File: config.mk
export PLATFORM = sky130hd
export DESIGN_NAME = sparse_to_grid_ring_interpolator_unit_flat
export DESIGN_NICKNAME = d
export VERILOG_FILES = /design/src/rtl/srgi_pkg.sv /design/src/rtl/srgi_if.sv /design/src/rtl/srgi_front.sv /design/src/rtl/srgi_queue.sv /design/src/rtl/srgi_div.sv /design/src/rtl/srgi_back.sv /design/src/rtl/sparse_to_grid_ring_interpolator_unit.sv /design/src/flat_wrapper.sv
export SDC_FILE = /design/constraint.sdc
export NUM_CORES = 2
export LEC_CHECK = 0
export BUFFER_PORTS_ARGS = -buffer_cell sky130_fd_sc_hd__clkbuf_2
export CORE_MARGIN = 1.5
export CORE_UTILIZATION = 50
export CTS_CLUSTER_DIAMETER = 60
export CTS_CLUSTER_SIZE = 12
export DETAILED_ROUTE_END_ITERATION = 8
export PLACE_DENSITY = 0.71
export SLEW_MARGIN = 20
export SYNTH_ARGS = -nofsm -noshare
export SYNTH_HDL_FRONTEND = slang
export SYNTH_HIERARCHICAL = 1
export SYNTH_SLANG_ARGS = --single-unit
File: constraint.sdc
create_clock -name clock -period 16.38 [get_ports clock]
set_input_delay 0 -clock clock [delete_from_list [all_inputs] [get_ports clock]]
set_output_delay 0 -clock clock [all_outputs]
set_load 0.05 [all_outputs]
File: src/rtl/srgi_pkg.sv
// Shared types, constants and sequencer states for the ring grid interpolator.
// Used by every module and interface under rtl/.
package srgi_pkg;

   localparam int RING_MAX    = 4096;
   localparam int GRID_MAX    = 32;

   localparam int SITE_W      = $clog2(RING_MAX);
   localparam int CFG_W       = SITE_W + 1;
   localparam int POS_W       = CFG_W + 1;
   localparam int SAMPLE_W    = 32;
   localparam int DIFF_W      = SAMPLE_W + 1;
   localparam int PROD_W      = DIFF_W + SITE_W;
   localparam int QUOT_W      = DIFF_W;
   localparam int STEPS_W     = $clog2(QUOT_W + 1);
   localparam int CNT_W       = $clog2(GRID_MAX + 1);
   localparam int INDEX_W     = 5;

   localparam int QUEUE_DEPTH = 2;
   localparam int QPTR_W      = (QUEUE_DEPTH > 1) ? $clog2(QUEUE_DEPTH) : 1;
   localparam int QCNT_W      = $clog2(QUEUE_DEPTH + 1);

   localparam int ADDR_W      = 3;
   localparam int DATA_W      = 32;

   localparam logic [CFG_W-1:0] RING_RESET = CFG_W'(1024);
   localparam logic [CFG_W-1:0] STEP_RESET = CFG_W'(128);

   typedef enum logic {
      REG_RING_SIZE = 1'b0,
      REG_GRID_STEP = 1'b1
   } reg_index_type;

   typedef struct packed {
      logic [CFG_W-1:0] ring;
      logic [CFG_W-1:0] step;
   } cfg_type;

   typedef struct packed {
      logic [SITE_W-1:0]   site;
      logic [SAMPLE_W-1:0] sample;
      logic                final_site;
      logic                first;
   } job_type;

   typedef struct packed {
      logic [INDEX_W-1:0]  grid_index;
      logic [SAMPLE_W-1:0] grid_value;
      logic                run_end;
   } result_type;

   typedef struct packed {
      logic               start;
      logic [CFG_W-1:0]   rem_init;
      logic [PROD_W-1:0]  num;
      logic [STEPS_W-1:0] steps;
      logic [CFG_W-1:0]   divisor;
   } div_req_type;

   typedef struct packed {
      logic              busy;
      logic              done;
      logic [QUOT_W-1:0] quot;
      logic [CFG_W-1:0]  rem;
   } div_rsp_type;

   typedef enum logic [3:0] {
      B_IDLE,
      B_SITE_MOD,
      B_SEG_START,
      B_SEG_MOD0,
      B_SEG_MOD1,
      B_SEG_DIVK,
      B_SEG_MULK,
      B_SEG_INIT,
      B_PT_CHECK,
      B_PT_MUL,
      B_PT_START,
      B_PT_DIV,
      B_PT_SUM,
      B_PT_EMIT,
      B_SEG_END,
      B_ITEM_END
   } back_state_type;

endpackage

File: src/rtl/srgi_if.sv
// Valid/ready channel interfaces for observations and grid results.
// Depends on srgi_pkg for field widths.
interface srgi_req_if import srgi_pkg::*; ();
   logic                       valid;
   logic                       ready;
   logic [SITE_W-1:0]          site;
   logic signed [SAMPLE_W-1:0] sample;
   logic                       final_site;

   modport source (output valid, site, sample, final_site, input ready);
   modport sink (input valid, site, sample, final_site, output ready);
endinterface

interface srgi_rsp_if import srgi_pkg::*; ();
   logic                       valid;
   logic                       ready;
   logic [INDEX_W-1:0]         grid_index;
   logic signed [SAMPLE_W-1:0] grid_value;
   logic                       run_end;

   modport source (output valid, grid_index, grid_value, run_end, input ready);
   modport sink (input valid, grid_index, grid_value, run_end, output ready);
endinterface

File: src/rtl/srgi_front.sv
// Front end: accepts observations, tags the first of each set, stages them for the queue.
// Depends on srgi_pkg and srgi_req_if.
module srgi_front import srgi_pkg::*; (
   input  logic        clock,
   input  logic        reset,
   srgi_req_if.sink    req_chan,
   output logic        push_valid,
   input  logic        push_ready,
   output job_type     push_job
);

   logic    stage_valid_ff, stage_valid_in;
   logic    have_first_ff, have_first_in;
   job_type stage_ff, stage_in;
   logic    accept;

   assign req_chan.ready = !stage_valid_ff || push_ready;
   assign accept         = req_chan.valid && req_chan.ready;
   assign push_valid     = stage_valid_ff;
   assign push_job       = stage_ff;

   always_comb begin
      stage_valid_in = stage_valid_ff && !push_ready;
      stage_in       = stage_ff;
      have_first_in  = have_first_ff;
      if (accept) begin
         stage_valid_in      = 1'b1;
         stage_in.site       = req_chan.site;
         stage_in.sample     = req_chan.sample;
         stage_in.final_site = req_chan.final_site;
         stage_in.first      = !have_first_ff;
         have_first_in       = !req_chan.final_site;
      end
   end

   always_ff @(posedge clock) begin
      if (reset) begin
         stage_valid_ff <= 1'b0;
         have_first_ff  <= 1'b0;
      end else begin
         stage_valid_ff <= stage_valid_in;
         have_first_ff  <= have_first_in;
      end
   end

   always_ff @(posedge clock) begin
      stage_ff <= stage_in;
   end

endmodule

File: src/rtl/srgi_queue.sv
// Short job queue between the front end and the segment sequencer.
// Depends on srgi_pkg.
module srgi_queue import srgi_pkg::*; (
   input  logic    clock,
   input  logic    reset,
   input  logic    push_valid,
   output logic    push_ready,
   input  job_type push_job,
   output logic    pop_valid,
   input  logic    pop_ready,
   output job_type pop_job
);

   job_type           entries_ff [QUEUE_DEPTH];
   logic [QPTR_W-1:0] wr_ptr_ff, wr_ptr_in;
   logic [QPTR_W-1:0] rd_ptr_ff, rd_ptr_in;
   logic [QCNT_W-1:0] count_ff, count_in;
   logic              push, pop;

   assign push_ready = count_ff != QCNT_W'(QUEUE_DEPTH);
   assign pop_valid  = count_ff != '0;
   assign pop_job    = entries_ff[rd_ptr_ff];
   assign push       = push_valid && push_ready;
   assign pop        = pop_valid && pop_ready;

   always_comb begin
      wr_ptr_in = wr_ptr_ff;
      rd_ptr_in = rd_ptr_ff;
      count_in  = count_ff;
      if (push) begin
         wr_ptr_in = (wr_ptr_ff == QPTR_W'(QUEUE_DEPTH - 1)) ? '0 : wr_ptr_ff + 1'b1;
      end
      if (pop) begin
         rd_ptr_in = (rd_ptr_ff == QPTR_W'(QUEUE_DEPTH - 1)) ? '0 : rd_ptr_ff + 1'b1;
      end
      if (push && !pop) begin
         count_in = count_ff + 1'b1;
      end else if (pop && !push) begin
         count_in = count_ff - 1'b1;
      end
   end

   always_ff @(posedge clock) begin
      if (reset) begin
         wr_ptr_ff <= '0;
         rd_ptr_ff <= '0;
         count_ff  <= '0;
      end else begin
         wr_ptr_ff <= wr_ptr_in;
         rd_ptr_ff <= rd_ptr_in;
         count_ff  <= count_in;
      end
   end

   always_ff @(posedge clock) begin
      if (push) begin
         entries_ff[wr_ptr_ff] <= push_job;
      end
   end

endmodule

File: src/rtl/srgi_div.sv
// Shared restoring divider, one quotient bit per cycle, dividend consumed MSB first.
// Depends on srgi_pkg for the request and response structs.
module srgi_div import srgi_pkg::*; (
   input  logic        clock,
   input  logic        reset,
   input  div_req_type req,
   output div_rsp_type rsp
);

   logic               busy_ff, busy_in;
   logic               done_ff, done_in;
   logic [STEPS_W-1:0] cnt_ff, cnt_in;
   logic [CFG_W-1:0]   rem_ff, rem_in;
   logic [PROD_W-1:0]  num_ff, num_in;
   logic [QUOT_W-1:0]  quot_ff, quot_in;
   logic [CFG_W-1:0]   divisor_ff, divisor_in;
   logic [CFG_W:0]     trial;
   logic               fits;

   assign trial = {rem_ff, num_ff[PROD_W-1]};
   assign fits  = trial >= {1'b0, divisor_ff};

   assign rsp.busy = busy_ff;
   assign rsp.done = done_ff;
   assign rsp.quot = quot_ff;
   assign rsp.rem  = rem_ff;

   always_comb begin
      busy_in    = busy_ff;
      done_in    = 1'b0;
      cnt_in     = cnt_ff;
      rem_in     = rem_ff;
      num_in     = num_ff;
      quot_in    = quot_ff;
      divisor_in = divisor_ff;
      if (req.start) begin
         busy_in    = 1'b1;
         cnt_in     = req.steps;
         rem_in     = req.rem_init;
         num_in     = req.num;
         quot_in    = '0;
         divisor_in = req.divisor;
      end else if (busy_ff) begin
         rem_in  = fits ? CFG_W'(trial - {1'b0, divisor_ff}) : trial[CFG_W-1:0];
         num_in  = {num_ff[PROD_W-2:0], 1'b0};
         quot_in = {quot_ff[QUOT_W-2:0], fits};
         cnt_in  = cnt_ff - 1'b1;
         if (cnt_ff == STEPS_W'(1)) begin
            busy_in = 1'b0;
            done_in = 1'b1;
         end
      end
   end

   always_ff @(posedge clock) begin
      if (reset) begin
         busy_ff <= 1'b0;
         done_ff <= 1'b0;
         cnt_ff  <= '0;
      end else begin
         busy_ff <= busy_in;
         done_ff <= done_in;
         cnt_ff  <= cnt_in;
      end
   end

   always_ff @(posedge clock) begin
      rem_ff     <= rem_in;
      num_ff     <= num_in;
      quot_ff    <= quot_in;
      divisor_ff <= divisor_in;
   end

   a_div_start_idle: assert property (@(posedge clock) disable iff (reset)
      req.start |-> !busy_ff)
      else $error("divider started while busy");

   a_div_rem_bound: assert property (@(posedge clock) disable iff (reset)
      req.start |-> (req.rem_init < req.divisor))
      else $error("divider partial remainder not below divisor");

   a_div_done_idle: assert property (@(posedge clock) disable iff (reset)
      done_ff |-> !busy_ff)
      else $error("divider done while still busy");

endmodule

File: src/rtl/srgi_back.sv
// Back end: per-job segment sequencer, grid point interpolation and result output register.
// Depends on srgi_pkg, srgi_rsp_if and a shared srgi_div instance at the top level.
module srgi_back import srgi_pkg::*; (
   input  logic        clock,
   input  logic        reset,
   input  cfg_type     cfg,
   input  logic        job_valid,
   output logic        job_ready,
   input  job_type     job,
   output div_req_type div_req,
   input  div_rsp_type div_rsp,
   srgi_rsp_if.source  rsp_chan
);

   back_state_type      state_ff, state_in;
   job_type             job_ff, job_in;
   logic [SITE_W-1:0]   site_m_ff, site_m_in;
   logic [SITE_W-1:0]   first_site_ff, first_site_in;
   logic [SAMPLE_W-1:0] first_sample_ff, first_sample_in;
   logic [SITE_W-1:0]   prev_site_ff, prev_site_in;
   logic [SAMPLE_W-1:0] prev_sample_ff, prev_sample_in;
   logic                seg_wrap_ff, seg_wrap_in;
   logic [SITE_W-1:0]   src0_ff, src0_in;
   logic [SITE_W-1:0]   src1_ff, src1_in;
   logic [SAMPLE_W-1:0] z0_ff, z0_in;
   logic [SAMPLE_W-1:0] z1_ff, z1_in;
   logic [DIFF_W-1:0]   diff_ff, diff_in;
   logic [DIFF_W-1:0]   mag_ff, mag_in;
   logic                neg_ff, neg_in;
   logic [SITE_W-1:0]   n0_ff, n0_in;
   logic [SITE_W-1:0]   gap_ff, gap_in;
   logic [POS_W-1:0]    n1_ff, n1_in;
   logic [CFG_W-1:0]    kq_ff, kq_in;
   logic [POS_W-1:0]    n_ff, n_in;
   logic [SITE_W-1:0]   m_ff, m_in;
   logic [SITE_W-1:0]   idx_ff, idx_in;
   logic [CNT_W-1:0]    cnt_ff, cnt_in;
   logic [SITE_W-1:0]   t_ff, t_in;
   logic [PROD_W-1:0]   prod_ff, prod_in;
   logic [QUOT_W-1:0]   sq_ff, sq_in;
   logic [SAMPLE_W-1:0] v_ff, v_in;
   result_type          hold_ff, hold_in;
   logic                hold_valid_ff, hold_valid_in;
   result_type          out_ff, out_in;
   logic                out_valid_ff, out_valid_in;

   logic [2*CFG_W-1:0]  kmul;
   logic [PROD_W-1:0]   pmul;
   logic [SITE_W-1:0]   s1m;
   logic [POS_W-1:0]    mm;
   logic                out_free;

   assign kmul     = kq_ff * cfg.step;
   assign pmul     = mag_ff * t_ff;
   assign s1m      = div_rsp.rem[SITE_W-1:0];
   assign mm       = POS_W'(m_ff) + POS_W'(cfg.step);
   assign out_free = !out_valid_ff || rsp_chan.ready;

   assign job_ready           = state_ff == B_IDLE;
   assign rsp_chan.valid      = out_valid_ff;
   assign rsp_chan.grid_index = out_ff.grid_index;
   assign rsp_chan.grid_value = out_ff.grid_value;
   assign rsp_chan.run_end    = out_ff.run_end;

   always_comb begin
      state_in        = state_ff;
      job_in          = job_ff;
      site_m_in       = site_m_ff;
      first_site_in   = first_site_ff;
      first_sample_in = first_sample_ff;
      prev_site_in    = prev_site_ff;
      prev_sample_in  = prev_sample_ff;
      seg_wrap_in     = seg_wrap_ff;
      src0_in         = src0_ff;
      src1_in         = src1_ff;
      z0_in           = z0_ff;
      z1_in           = z1_ff;
      diff_in         = diff_ff;
      mag_in          = mag_ff;
      neg_in          = neg_ff;
      n0_in           = n0_ff;
      gap_in          = gap_ff;
      n1_in           = n1_ff;
      kq_in           = kq_ff;
      n_in            = n_ff;
      m_in            = m_ff;
      idx_in          = idx_ff;
      cnt_in          = cnt_ff;
      t_in            = t_ff;
      prod_in         = prod_ff;
      sq_in           = sq_ff;
      v_in            = v_ff;
      hold_in         = hold_ff;
      hold_valid_in   = hold_valid_ff;
      out_in          = out_ff;
      out_valid_in    = out_valid_ff && !rsp_chan.ready;
      div_req         = '0;

      unique case (state_ff)
         B_IDLE: begin
            if (job_valid) begin
               job_in           = job;
               div_req.start    = 1'b1;
               div_req.num      = {job.site, (PROD_W - SITE_W)'(0)};
               div_req.steps    = STEPS_W'(SITE_W);
               div_req.divisor  = cfg.ring;
               state_in         = B_SITE_MOD;
            end
         end
         B_SITE_MOD: begin
            if (div_rsp.done) begin
               site_m_in      = s1m;
               prev_site_in   = s1m;
               prev_sample_in = job_ff.sample;
               if (job_ff.first) begin
                  first_site_in   = s1m;
                  first_sample_in = job_ff.sample;
                  state_in        = B_ITEM_END;
               end else begin
                  src0_in     = prev_site_ff;
                  z0_in       = prev_sample_ff;
                  src1_in     = s1m;
                  z1_in       = job_ff.sample;
                  seg_wrap_in = 1'b0;
                  state_in    = B_SEG_START;
               end
            end
         end
         B_SEG_START: begin
            diff_in         = {z1_ff[SAMPLE_W-1], z1_ff} - {z0_ff[SAMPLE_W-1], z0_ff};
            div_req.start   = 1'b1;
            div_req.num     = {src0_ff, (PROD_W - SITE_W)'(0)};
            div_req.steps   = STEPS_W'(SITE_W);
            div_req.divisor = cfg.ring;
            state_in        = B_SEG_MOD0;
         end
         B_SEG_MOD0: begin
            neg_in = diff_ff[DIFF_W-1];
            mag_in = diff_ff[DIFF_W-1] ? (~diff_ff + 1'b1) : diff_ff;
            if (div_rsp.done) begin
               n0_in           = s1m;
               div_req.start   = 1'b1;
               div_req.num     = {src1_ff, (PROD_W - SITE_W)'(0)};
               div_req.steps   = STEPS_W'(SITE_W);
               div_req.divisor = cfg.ring;
               state_in        = B_SEG_MOD1;
            end
         end
         B_SEG_MOD1: begin
            if (div_rsp.done) begin
               if (s1m >= n0_ff) begin
                  gap_in = s1m - n0_ff;
               end else begin
                  gap_in = SITE_W'(POS_W'(s1m) + POS_W'(cfg.ring) - POS_W'(n0_ff));
               end
               n1_in = POS_W'(n0_ff) + POS_W'(gap_in);
               if (gap_in == '0) begin
                  state_in = B_SEG_END;
               end else begin
                  div_req.start   = 1'b1;
                  div_req.num     = {n0_ff, (PROD_W - SITE_W)'(0)};
                  div_req.steps   = STEPS_W'(SITE_W);
                  div_req.divisor = cfg.step;
                  state_in        = B_SEG_DIVK;
               end
            end
         end
         B_SEG_DIVK: begin
            if (div_rsp.done) begin
               kq_in    = CFG_W'(div_rsp.quot[SITE_W-1:0]) + CFG_W'(div_rsp.rem != '0);
               state_in = B_SEG_MULK;
            end
         end
         B_SEG_MULK: begin
            n_in     = kmul[POS_W-1:0];
            state_in = B_SEG_INIT;
         end
         B_SEG_INIT: begin
            cnt_in = '0;
            if (n_ff >= POS_W'(cfg.ring)) begin
               m_in   = SITE_W'(n_ff - POS_W'(cfg.ring));
               idx_in = '0;
            end else begin
               m_in   = n_ff[SITE_W-1:0];
               idx_in = kq_ff[SITE_W-1:0];
            end
            state_in = B_PT_CHECK;
         end
         B_PT_CHECK: begin
            if (n_ff < n1_ff && cnt_ff < CNT_W'(GRID_MAX)) begin
               t_in     = SITE_W'(n_ff - POS_W'(n0_ff));
               state_in = B_PT_MUL;
            end else begin
               state_in = B_SEG_END;
            end
         end
         B_PT_MUL: begin
            prod_in  = pmul;
            state_in = B_PT_START;
         end
         B_PT_START: begin
            div_req.start    = 1'b1;
            div_req.rem_init = CFG_W'(prod_ff[PROD_W-1:QUOT_W]);
            div_req.num      = {prod_ff[QUOT_W-1:0], (PROD_W - QUOT_W)'(0)};
            div_req.steps    = STEPS_W'(QUOT_W);
            div_req.divisor  = CFG_W'(gap_ff);
            state_in         = B_PT_DIV;
         end
         B_PT_DIV: begin
            if (div_rsp.done) begin
               sq_in    = neg_ff ? (~div_rsp.quot + 1'b1) : div_rsp.quot;
               state_in = B_PT_SUM;
            end
         end
         B_PT_SUM: begin
            v_in     = z0_ff + sq_ff[SAMPLE_W-1:0];
            state_in = B_PT_EMIT;
         end
         B_PT_EMIT: begin
            if (!hold_valid_ff || out_free) begin
               if (hold_valid_ff) begin
                  out_in         = hold_ff;
                  out_in.run_end = 1'b0;
                  out_valid_in   = 1'b1;
               end
               hold_in.grid_index = idx_ff[INDEX_W-1:0];
               hold_in.grid_value = v_ff;
               hold_in.run_end    = 1'b0;
               hold_valid_in      = 1'b1;
               n_in               = n_ff + POS_W'(cfg.step);
               cnt_in             = cnt_ff + 1'b1;
               if (mm >= POS_W'(cfg.ring)) begin
                  m_in   = SITE_W'(mm - POS_W'(cfg.ring));
                  idx_in = '0;
               end else begin
                  m_in   = mm[SITE_W-1:0];
                  idx_in = idx_ff + 1'b1;
               end
               state_in = B_PT_CHECK;
            end
         end
         B_SEG_END: begin
            if (!seg_wrap_ff && job_ff.final_site) begin
               src0_in     = site_m_ff;
               z0_in       = job_ff.sample;
               src1_in     = first_site_ff;
               z1_in       = first_sample_ff;
               seg_wrap_in = 1'b1;
               state_in    = B_SEG_START;
            end else begin
               state_in = B_ITEM_END;
            end
         end
         B_ITEM_END: begin
            if (!hold_valid_ff) begin
               state_in = B_IDLE;
            end else if (out_free) begin
               out_in         = hold_ff;
               out_in.run_end = 1'b1;
               out_valid_in   = 1'b1;
               hold_valid_in  = 1'b0;
               state_in       = B_IDLE;
            end
         end
         default: begin
            state_in = B_IDLE;
         end
      endcase
   end

   always_ff @(posedge clock) begin
      if (reset) begin
         state_ff        <= B_IDLE;
         hold_valid_ff   <= 1'b0;
         out_valid_ff    <= 1'b0;
         first_site_ff   <= '0;
         first_sample_ff <= '0;
         prev_site_ff    <= '0;
         prev_sample_ff  <= '0;
      end else begin
         state_ff        <= state_in;
         hold_valid_ff   <= hold_valid_in;
         out_valid_ff    <= out_valid_in;
         first_site_ff   <= first_site_in;
         first_sample_ff <= first_sample_in;
         prev_site_ff    <= prev_site_in;
         prev_sample_ff  <= prev_sample_in;
      end
   end

   always_ff @(posedge clock) begin
      job_ff      <= job_in;
      site_m_ff   <= site_m_in;
      seg_wrap_ff <= seg_wrap_in;
      src0_ff     <= src0_in;
      src1_ff     <= src1_in;
      z0_ff       <= z0_in;
      z1_ff       <= z1_in;
      diff_ff     <= diff_in;
      mag_ff      <= mag_in;
      neg_ff      <= neg_in;
      n0_ff       <= n0_in;
      gap_ff      <= gap_in;
      n1_ff       <= n1_in;
      kq_ff       <= kq_in;
      n_ff        <= n_in;
      m_ff        <= m_in;
      idx_ff      <= idx_in;
      cnt_ff      <= cnt_in;
      t_ff        <= t_in;
      prod_ff     <= prod_in;
      sq_ff       <= sq_in;
      v_ff        <= v_in;
      hold_ff     <= hold_in;
      out_ff      <= out_in;
   end

   a_offset_in_gap: assert property (@(posedge clock) disable iff (reset)
      (state_ff == B_PT_MUL) |-> (t_ff < gap_ff))
      else $error("grid offset not inside segment gap");

   a_idle_hold_empty: assert property (@(posedge clock) disable iff (reset)
      (state_ff == B_IDLE) |-> !hold_valid_ff)
      else $error("held result left behind at end of transaction");

   a_emit_waits: assert property (@(posedge clock) disable iff (reset)
      (state_ff == B_PT_EMIT && hold_valid_ff && !out_free) |=> (state_ff == B_PT_EMIT))
      else $error("grid point advanced while output blocked");

endmodule

File: src/rtl/sparse_to_grid_ring_interpolator_unit.sv
// Top level of the ring grid interpolator: register port, front end, job queue,
// shared divider and segment sequencer. Depends on srgi_pkg and srgi_if.
//
// Observations enter on req_chan; each one yields the interpolated coarse grid
// points between the previous observation and itself, plus the wrap segment back
// to the first observation when final_site is set, on rsp_chan with run_end on
// the last result of each transaction. One observation is worked at a time by a
// sequencer built around a single restoring divider that resolves one quotient
// bit per cycle. The front end and a two-entry queue take up to three further
// observations meanwhile.
// The user writes ring_size (byte address 0) and grid_step (byte address 4)
// over the APB port only while no transaction is in flight; the block itself
// does not enforce this.
module sparse_to_grid_ring_interpolator_unit import srgi_pkg::*; (
   input  logic              clock,
   input  logic              reset,
   srgi_req_if.sink          req_chan,
   srgi_rsp_if.source        rsp_chan,
   input  logic              psel,
   input  logic              penable,
   input  logic              pwrite,
   input  logic [ADDR_W-1:0] paddr,
   input  logic [DATA_W-1:0] pwdata,
   output logic [DATA_W-1:0] prdata,
   output logic              pready
);

   logic [CFG_W-1:0] ring_size_ff, ring_size_in;
   logic [CFG_W-1:0] grid_step_ff, grid_step_in;
   reg_index_type    reg_sel;
   logic             cfg_write;
   cfg_type          cfg;

   logic             push_valid, push_ready;
   job_type          push_job;
   logic             job_valid, job_ready;
   job_type          job;
   div_req_type      div_req;
   div_rsp_type      div_rsp;

   assign pready    = 1'b1;
   assign reg_sel   = reg_index_type'(paddr[2]);
   assign cfg_write = psel && penable && pwrite;

   always_comb begin
      ring_size_in = ring_size_ff;
      grid_step_in = grid_step_ff;
      prdata       = '0;
      unique case (reg_sel)
         REG_RING_SIZE: begin
            prdata = DATA_W'(ring_size_ff);
            if (cfg_write) begin
               ring_size_in = pwdata[CFG_W-1:0];
            end
         end
         REG_GRID_STEP: begin
            prdata = DATA_W'(grid_step_ff);
            if (cfg_write) begin
               grid_step_in = pwdata[CFG_W-1:0];
            end
         end
         default: begin
            prdata = '0;
         end
      endcase
   end

   always_comb begin
      if (ring_size_ff == '0) begin
         cfg.ring = CFG_W'(1);
      end else if (ring_size_ff > CFG_W'(RING_MAX)) begin
         cfg.ring = CFG_W'(RING_MAX);
      end else begin
         cfg.ring = ring_size_ff;
      end
      cfg.step = (grid_step_ff == '0) ? CFG_W'(1) : grid_step_ff;
   end

   always_ff @(posedge clock) begin
      if (reset) begin
         ring_size_ff <= RING_RESET;
         grid_step_ff <= STEP_RESET;
      end else begin
         ring_size_ff <= ring_size_in;
         grid_step_ff <= grid_step_in;
      end
   end

   srgi_front u_front (
      .clock      (clock),
      .reset      (reset),
      .req_chan   (req_chan),
      .push_valid (push_valid),
      .push_ready (push_ready),
      .push_job   (push_job)
   );

   srgi_queue u_queue (
      .clock      (clock),
      .reset      (reset),
      .push_valid (push_valid),
      .push_ready (push_ready),
      .push_job   (push_job),
      .pop_valid  (job_valid),
      .pop_ready  (job_ready),
      .pop_job    (job)
   );

   srgi_div u_div (
      .clock (clock),
      .reset (reset),
      .req   (div_req),
      .rsp   (div_rsp)
   );

   srgi_back u_back (
      .clock     (clock),
      .reset     (reset),
      .cfg       (cfg),
      .job_valid (job_valid),
      .job_ready (job_ready),
      .job       (job),
      .div_req   (div_req),
      .div_rsp   (div_rsp),
      .rsp_chan  (rsp_chan)
   );

endmodule
File: src/flat_wrapper.sv
// flat-port wrapper written by rule: the top's interface ports become plain ports
module sparse_to_grid_ring_interpolator_unit_flat import srgi_pkg::*;
  (clock, reset, psel, penable, pwrite, paddr, pwdata, prdata, pready, req_chan_valid, req_chan_site, req_chan_sample, req_chan_final_site, req_chan_ready, rsp_chan_valid, rsp_chan_grid_index, rsp_chan_grid_value, rsp_chan_run_end, rsp_chan_ready);
  srgi_req_if req_chan_i ();
  srgi_rsp_if rsp_chan_i ();
  input  logic clock;
  input  logic reset;
  input  logic psel;
  input  logic penable;
  input  logic pwrite;
  input  logic [ADDR_W-1:0] paddr;
  input  logic [DATA_W-1:0] pwdata;
  output logic [DATA_W-1:0] prdata;
  output logic pready;
  input wire logic [$bits(req_chan_i.valid)-1:0] req_chan_valid;
  input wire logic [$bits(req_chan_i.site)-1:0] req_chan_site;
  input wire logic [$bits(req_chan_i.sample)-1:0] req_chan_sample;
  input wire logic [$bits(req_chan_i.final_site)-1:0] req_chan_final_site;
  output wire logic [$bits(req_chan_i.ready)-1:0] req_chan_ready;
  output wire logic [$bits(rsp_chan_i.valid)-1:0] rsp_chan_valid;
  output wire logic [$bits(rsp_chan_i.grid_index)-1:0] rsp_chan_grid_index;
  output wire logic [$bits(rsp_chan_i.grid_value)-1:0] rsp_chan_grid_value;
  output wire logic [$bits(rsp_chan_i.run_end)-1:0] rsp_chan_run_end;
  input wire logic [$bits(rsp_chan_i.ready)-1:0] rsp_chan_ready;
  assign req_chan_i.valid = req_chan_valid;
  assign req_chan_i.site = req_chan_site;
  assign req_chan_i.sample = req_chan_sample;
  assign req_chan_i.final_site = req_chan_final_site;
  assign req_chan_ready = req_chan_i.ready;
  assign rsp_chan_valid = rsp_chan_i.valid;
  assign rsp_chan_grid_index = rsp_chan_i.grid_index;
  assign rsp_chan_grid_value = rsp_chan_i.grid_value;
  assign rsp_chan_run_end = rsp_chan_i.run_end;
  assign rsp_chan_i.ready = rsp_chan_ready;
  sparse_to_grid_ring_interpolator_unit u_core (.clock(clock), .reset(reset), .req_chan(req_chan_i), .rsp_chan(rsp_chan_i), .psel(psel), .penable(penable), .pwrite(pwrite), .paddr(paddr), .pwdata(pwdata), .prdata(prdata), .pready(pready));
endmodule
* Word-level counts from Yosys, hierarchy flattened
Memories as Yosys holds them, arrays and structs flattened. A register that Yosys moved wholly into a read port is not among the register bits.
Index checks and enable logic that the tools add are counted.
** Operators by class
- Bitwise logic cells :: 4
- Muxes and demuxes :: 100
- Multipliers :: 2
- Add/sub/neg operators :: 22
- Equal/unequal tests :: 30
- Order comparisons :: 7
- Reductions and logical operators :: 55
** Operators with widths (number)
- one-hot mux 64 bit (5 select lines) :: 1
- 2-to-1 mux 32 bit :: 8
- 2-to-1 mux 64 bit :: 4
- 2-to-1 mux 12 bit :: 16
- one-hot mux 32 bit (2 select lines) :: 3
- 2-to-1 mux 38 bit :: 4
- one-hot mux 12 bit (2 select lines) :: 4
- 2-to-1 mux 45 bit :: 2
- 2-to-1 mux 13 bit :: 6
- one-hot mux 38 bit (2 select lines) :: 1
- one-hot mux 4 bit (16 select lines) :: 1
- subtractor 12 bit :: 5
- 2-to-1 mux 4 bit :: 12
- multiplier 33 x 12 -> 45 bit :: 1
- greater-or-equal comparator 14 x 13 -> 1 bit :: 3
- adder 33 x 1 -> 33 bit, second input constant :: 1
- NOT 33 bit :: 1
- subtractor 32 x 32 -> 33 bit :: 1
- adder 32 x 1 -> 32 bit, second input constant :: 1
- adder 32 bit :: 1
- == test 4 bit, second input constant :: 8
- NOT 32 bit :: 1
- one-hot mux 14 bit (2 select lines) :: 1
- logical NOT 13 bit :: 2
- 47 further kinds :: 132
** Word-level totals
- Memories kept :: 1
- Register bits :: 776
- Logic and storage cells :: 276
- Memory bits (writable) :: 92
- Output and inout port bits :: 73
- Bits of input ports :: 87
** Memories
- u_core.u_queue.entries_ff :: depth 2, width 46, read ports 1, clocked after memory_dff 1, wr ports 1, line srgi_queue.sv:14 : job_type entries_ff [QUEUE_DEPTH];

* Longest topological paths before layout
- Word-level depth :: 13
- Depth in mapped cells :: 24
- Depth with buffers taken out :: 23

* Modules after synthesis
Netlist, hierarchy kept.
** Modules (own cells, without submodules)
- srgi_back :: cells each 4651, area each 45484.9 µm², times used 1, seq. area each 16445.8 µm²
- srgi_div :: cells each 440, area each 5328.9 µm², times used 1, seq. area each 2952.8 µm²
- srgi_queue :: cells each 167, area each 3538.4 µm², times used 1, seq. area each 2862.7 µm²
- sparse_to_grid_ring_interpolator_unit :: cells each 175, area each 1600.3 µm², times used 1, seq. area each 520.5 µm²
- srgi_front :: cells each 55, area each 1473.9 µm², times used 1, seq. area each 1421.4 µm²

* Worst setup path after synthesis
No wires, ideal clock.
- Path kind :: flip-flop to flip-flop
- Start point :: reg u_core.ring_size_ff[1]
- End point :: reg u_core.u_div.num_ff[0] (enable)
- Slack :: 9.968 ns
- Cell stages (with the launch flop) :: 20
- Arrival :: 6.000 ns
- Buffers on the path :: 3
- Period minus slack after synthesis :: 6.412 ns
- Data required time :: 15.968 ns
- Setup time :: 0.412 ns
- Path through :: dfxtp_1 -> nor2b_1 -> inv_1 -> fa_1 -> inv_1 -> fa_1 -> a21oi_1 -> o21ai_0 -> a21boi_0 -> o21bai_1 -> o31ai_1 -> xnor2_1 -> nand4b_1 -> a21oi_2 -> buf_2 -> o21ai_0 -> clkbuf_1 -> clkbuf_1 -> nor2_1 -> inv_1
** RTL lines
- start, declared :: line sparse_to_grid_ring_interpolator_unit.sv:28 : logic [CFG_W-1:0] ring_size_ff, ring_size_in;
- start signal, assigned :: line sparse_to_grid_ring_interpolator_unit.sv:84 : ring_size_ff <= ring_size_in;
- end signal, assigned :: line srgi_div.sv:69 : num_ff <= num_in;
- end, declared :: line srgi_div.sv:14 : logic [PROD_W-1:0] num_ff, num_in;

* Final worst setup path
- Start point :: reg u_core.u_back.t_ff[6]
- End point :: reg u_core.u_back.prod_ff[40], data pin
** On the way
- Longest elaborated chain between the ends :: 1
** RTL lines
- start, declared :: line srgi_back.sv:38 : logic [SITE_W-1:0] t_ff, t_in;
- start signal, assigned :: line srgi_back.sv:310 : t_ff <= t_in;
- multiplier 33 x 12 -> 45 bit :: line srgi_back.sv:54 : assign pmul = mag_ff * t_ff;
- net u_core.u_back.pmul[40] :: line srgi_back.sv:48 : logic [PROD_W-1:0] pmul;
- end signal, assigned :: line srgi_back.sv:311 : prod_ff <= prod_in;
- end, declared :: line srgi_back.sv:39 : logic [PROD_W-1:0] prod_ff, prod_in;
The timed path passes the listed nets, and every way through them passes these cells.
A chain may end at the register's enable or synchronous reset.

==> key figures <==
Power
  – Sequential power share: 0.313
  – LEAKAGE: roughly 26 nW
  – Clock network power share: 0.205
  – Gate power share: 0.482
  – Max VDD drop: approximately 150 µV
  – Net Sw Frac: 0.397
  – Sw power: around 4 mW
  – Power Dens Cells: between 150 and 200 nW/µm²
  – Power Internal: 6.13 mW

Setup path
  – Reg-to-reg startpoint: u_core/u_back/t_ff[6]
  – Setup crit end kind: flop
  – Worst path cell trace: buf_4, nand2_1, fa_1, inv_1, fa_1, fa_1, fa_1, inv_1, fa_1, inv_1, ha_1, a21o_1, a311oi_1, o22ai_1, nor3_1, a21oi_1, o41ai_4, o21ai_0, or4b_1, o211a_1
  – Critical Path AT: between 7 and 8 ns
  – CP Buf/Inv Count: 4
  – FF-to-FF path depth: 20
  – CP max-delay cell: or4b_1
  – Max stage delay on crit path: approximately 0.58 ns
  – Critical Path RT: between 15 and 20 ns
  – CP delay by family, top: adder cells
  – Crit-path max FO: 33
  – Cell mode on critical path: fa_1
  – Crit path kind: flop to flop
  – Reg-to-Reg End: u_core/u_back/prod_ff[40]
  – R2r setup slk: approximately 9.5 ns
  – Worst setup SP type: flop

STA
  – RSZ-0062 raised after global routing: false
  – Final setup margin: about 9.5 ns
  – Setup tns final: 0 ns
  – Setup Viol. Count Final: 0
  – Period minus WS final: 6.91 ns
  – Final hold violation count: 0
  – Clock skew: 0.0746 ns
  – Count of final max-slew check failures: 0
  – Final Cycle Share: 0.422
  – Worst rel slew slack: 0.290
  – Worst-margin pin slew: about 1.1 ns
  – Peak Freq: 0.145 GHz

Job
  – Max-cap violations: 0

Cells and area
  – Area Growth Syn to Fin: 10.4%
  – Register Area: roughly 24000 µm²
  – Final Cell Area: approximately 63000 µm²
  – Area of the multi-input gates: between 20000 and 30000 µm²
  – Fillers: 9597
  – Most common cell after layout, fill and taps aside: nand2_1
  – Net count, final: about 6400
  – Most frequent cells in the layout: nand2_1, edfxtp_1, inv_1
  – Share of cells above drive strength 1: 0.0862

Synthesis
  – Cell count after synthesis: approximately 5500
  – Synthesized area: around 57000 µm²
  – Synth Warn #: 6
  – Average footprint of a synthesized cell: between 10 and 15 µm²

Min path
  – Hold Crit Depth: 2
  – Start point of the worst hold path: req_chan_site[1]
  – Hold/Removal Path Class: input pin to flop
  – Min-Delay Endpoint: u_core/u_front/push_job[35]

Floorplanning
  – Top Ports: between 150 and 200
  – Die footprint: approximately 120000 µm²
  – Row cnt: 124
  – Die span in x: between 300 and 400 µm
  – Die Height: 342 µm
  – Core ar.: approximately 110000 µm²
  – Starting Density: 0.503

Placement
  – Dpl ws: between 9 and 10 ns
  – Cell Area, Placed: between 50000 and 60000 µm²
  – Final Wtd Congestion: between 0.9 and 1
  – # port buffers: ~120
  – Post-DP HPWL: between 90000 and 100000 µm

Clocking
  – Cts repair resizes: 0
  – CTS tree: built
  – CTS Buf Count: between 90 and 100
  – Clock Path Buffers: 3
  – Clock transition at the registers of the reported paths: 0.06 ns
  – H-tree depth: 3
  – Hold_buf cts: roughly 100
  – Clock root buffer: clkbuf_16
  – Total setup buffers inserted after CTS: 0
  – TritonCTS Sinks: about 860
  – Later-pin clock latency in the skew report: ~0.71 ns

Drt
  – Pre-Repair DR Iteration Count: 7
  – Drt initial violations: roughly 3500
  – Detailed Route WL: around 140000 µm
  – Drt wl/cell: ~19 µm
  – DR vias: around 40000
  – Antenna Nets Post-Route: 0
  – Number of vias per cell: between 5 and 6
  – Drt drc: 0

Global routing
  – Initial antenna violation count: 2
  – GRT Util Overall: 0.236
  – Total congestion overflow: 0
  – First-pass GRT wire length: about 220000 µm
  – Vias in the first global route: between 30000 and 40000
  – Pin count of the biggest net entering global routing: 88

Status
  – Outcome: finished clean
==> layout make-up <==
type	instances	area share
clock inverters	35	0.00650
inverters	651	0.0386
diodes	1	0.0000395
repair buffers	274	0.0322
clock buffers	145	0.0416
well taps	1512	0.0299
multi-input cells	3732	0.469
flip-flops and latches	861	0.382
==> sequential cells by signal (all words and copies together) (netlist names), 32 cells and up, named ones only <==
| name | flops |
|---|---|
| u_core/u_back/prev_sample_ff | 32 |
| u_core/u_back/z0_ff | 32 |
| u_core/u_back/hold_ff | 37 |
| u_core/u_div/num_ff | 45 |
| u_core/u_back/v_ff | 32 |
| u_core/u_front/push_job | 46 |
| u_core/u_div/quot_ff | 32 |
| u_core/u_back/z1_ff | 32 |
| u_core/u_back/first_sample_ff | 32 |
| u_core/u_back/mag_ff | 33 |
| u_core/u_back/diff_ff | 33 |
| u_core/u_back/prod_ff | 45 |
| u_core/u_back/sq_ff | 32 |
| u_core/u_queue/entries_ff | 92 |
| u_core/u_back/job_ff | 34 |
| u_core/u_back/rsp_chan.grid_value | 32 |
==> routing by layer <==
metal	track usage	vias up	share of wire
met5	0	-	0
met4	0.0879	0	0.036
met3	0.0343	259	0.070
met2	0.384	1424	0.47
met1	0.320	19600	0.42
li1	-	18700	-
==> power groups by stage <==
stage	sequential, mW	combinational [mW]	clock [mW]
after floorplan	3.09	3.79	0
after global placement	3.21	4.70	0
after detailed placement	3.22	4.82	0
after CTS	3.18	4.87	2.12
after global routing	3.21	5.48	2.20
final	3.18	4.90	2.08
==> worst max-delay path by stage <==
stage / cells after the start / startpoint / endpoint / slack [ns]
after CTS: 20 / u_core/u_back/t_ff[6] / u_core/u_back/prod_ff[40] / 9.53
after global placement: 20 / u_core/u_back/t_ff[6] / u_core/u_back/prod_ff[40] / 9.59
after detailed placement: 20 / u_core/u_back/t_ff[6] / u_core/u_back/prod_ff[40] / 9.54
final: 20 / u_core/u_back/t_ff[6] / u_core/u_back/prod_ff[40] / 9.47
after global routing: 20 / u_core/u_back/t_ff[6] / u_core/u_back/prod_ff[40] / 9.19
after floorplan: 19 / u_core/ring_size_ff[1] / u_core/u_div/num_ff[0] / 9.97
==> through the flow <==
step / instances / util / hold WS, ns / power, mW
finish: 7211 / 0.555 / 0.0517 / 10.2
global route: 7210 / 0.555 / 0.0382 / 10.9
CTS: 7209 / 0.555 / 0.0164 / 10.2
detailed placement: 6926 / 0.519 / 0.179 / 8.04
global placement: 6926 / 0.519 / 0.177 / 7.92
floorplan: 5516 / - / 0.0646 / 6.88
No activity file was read; power rests on OpenSTA's default activity.
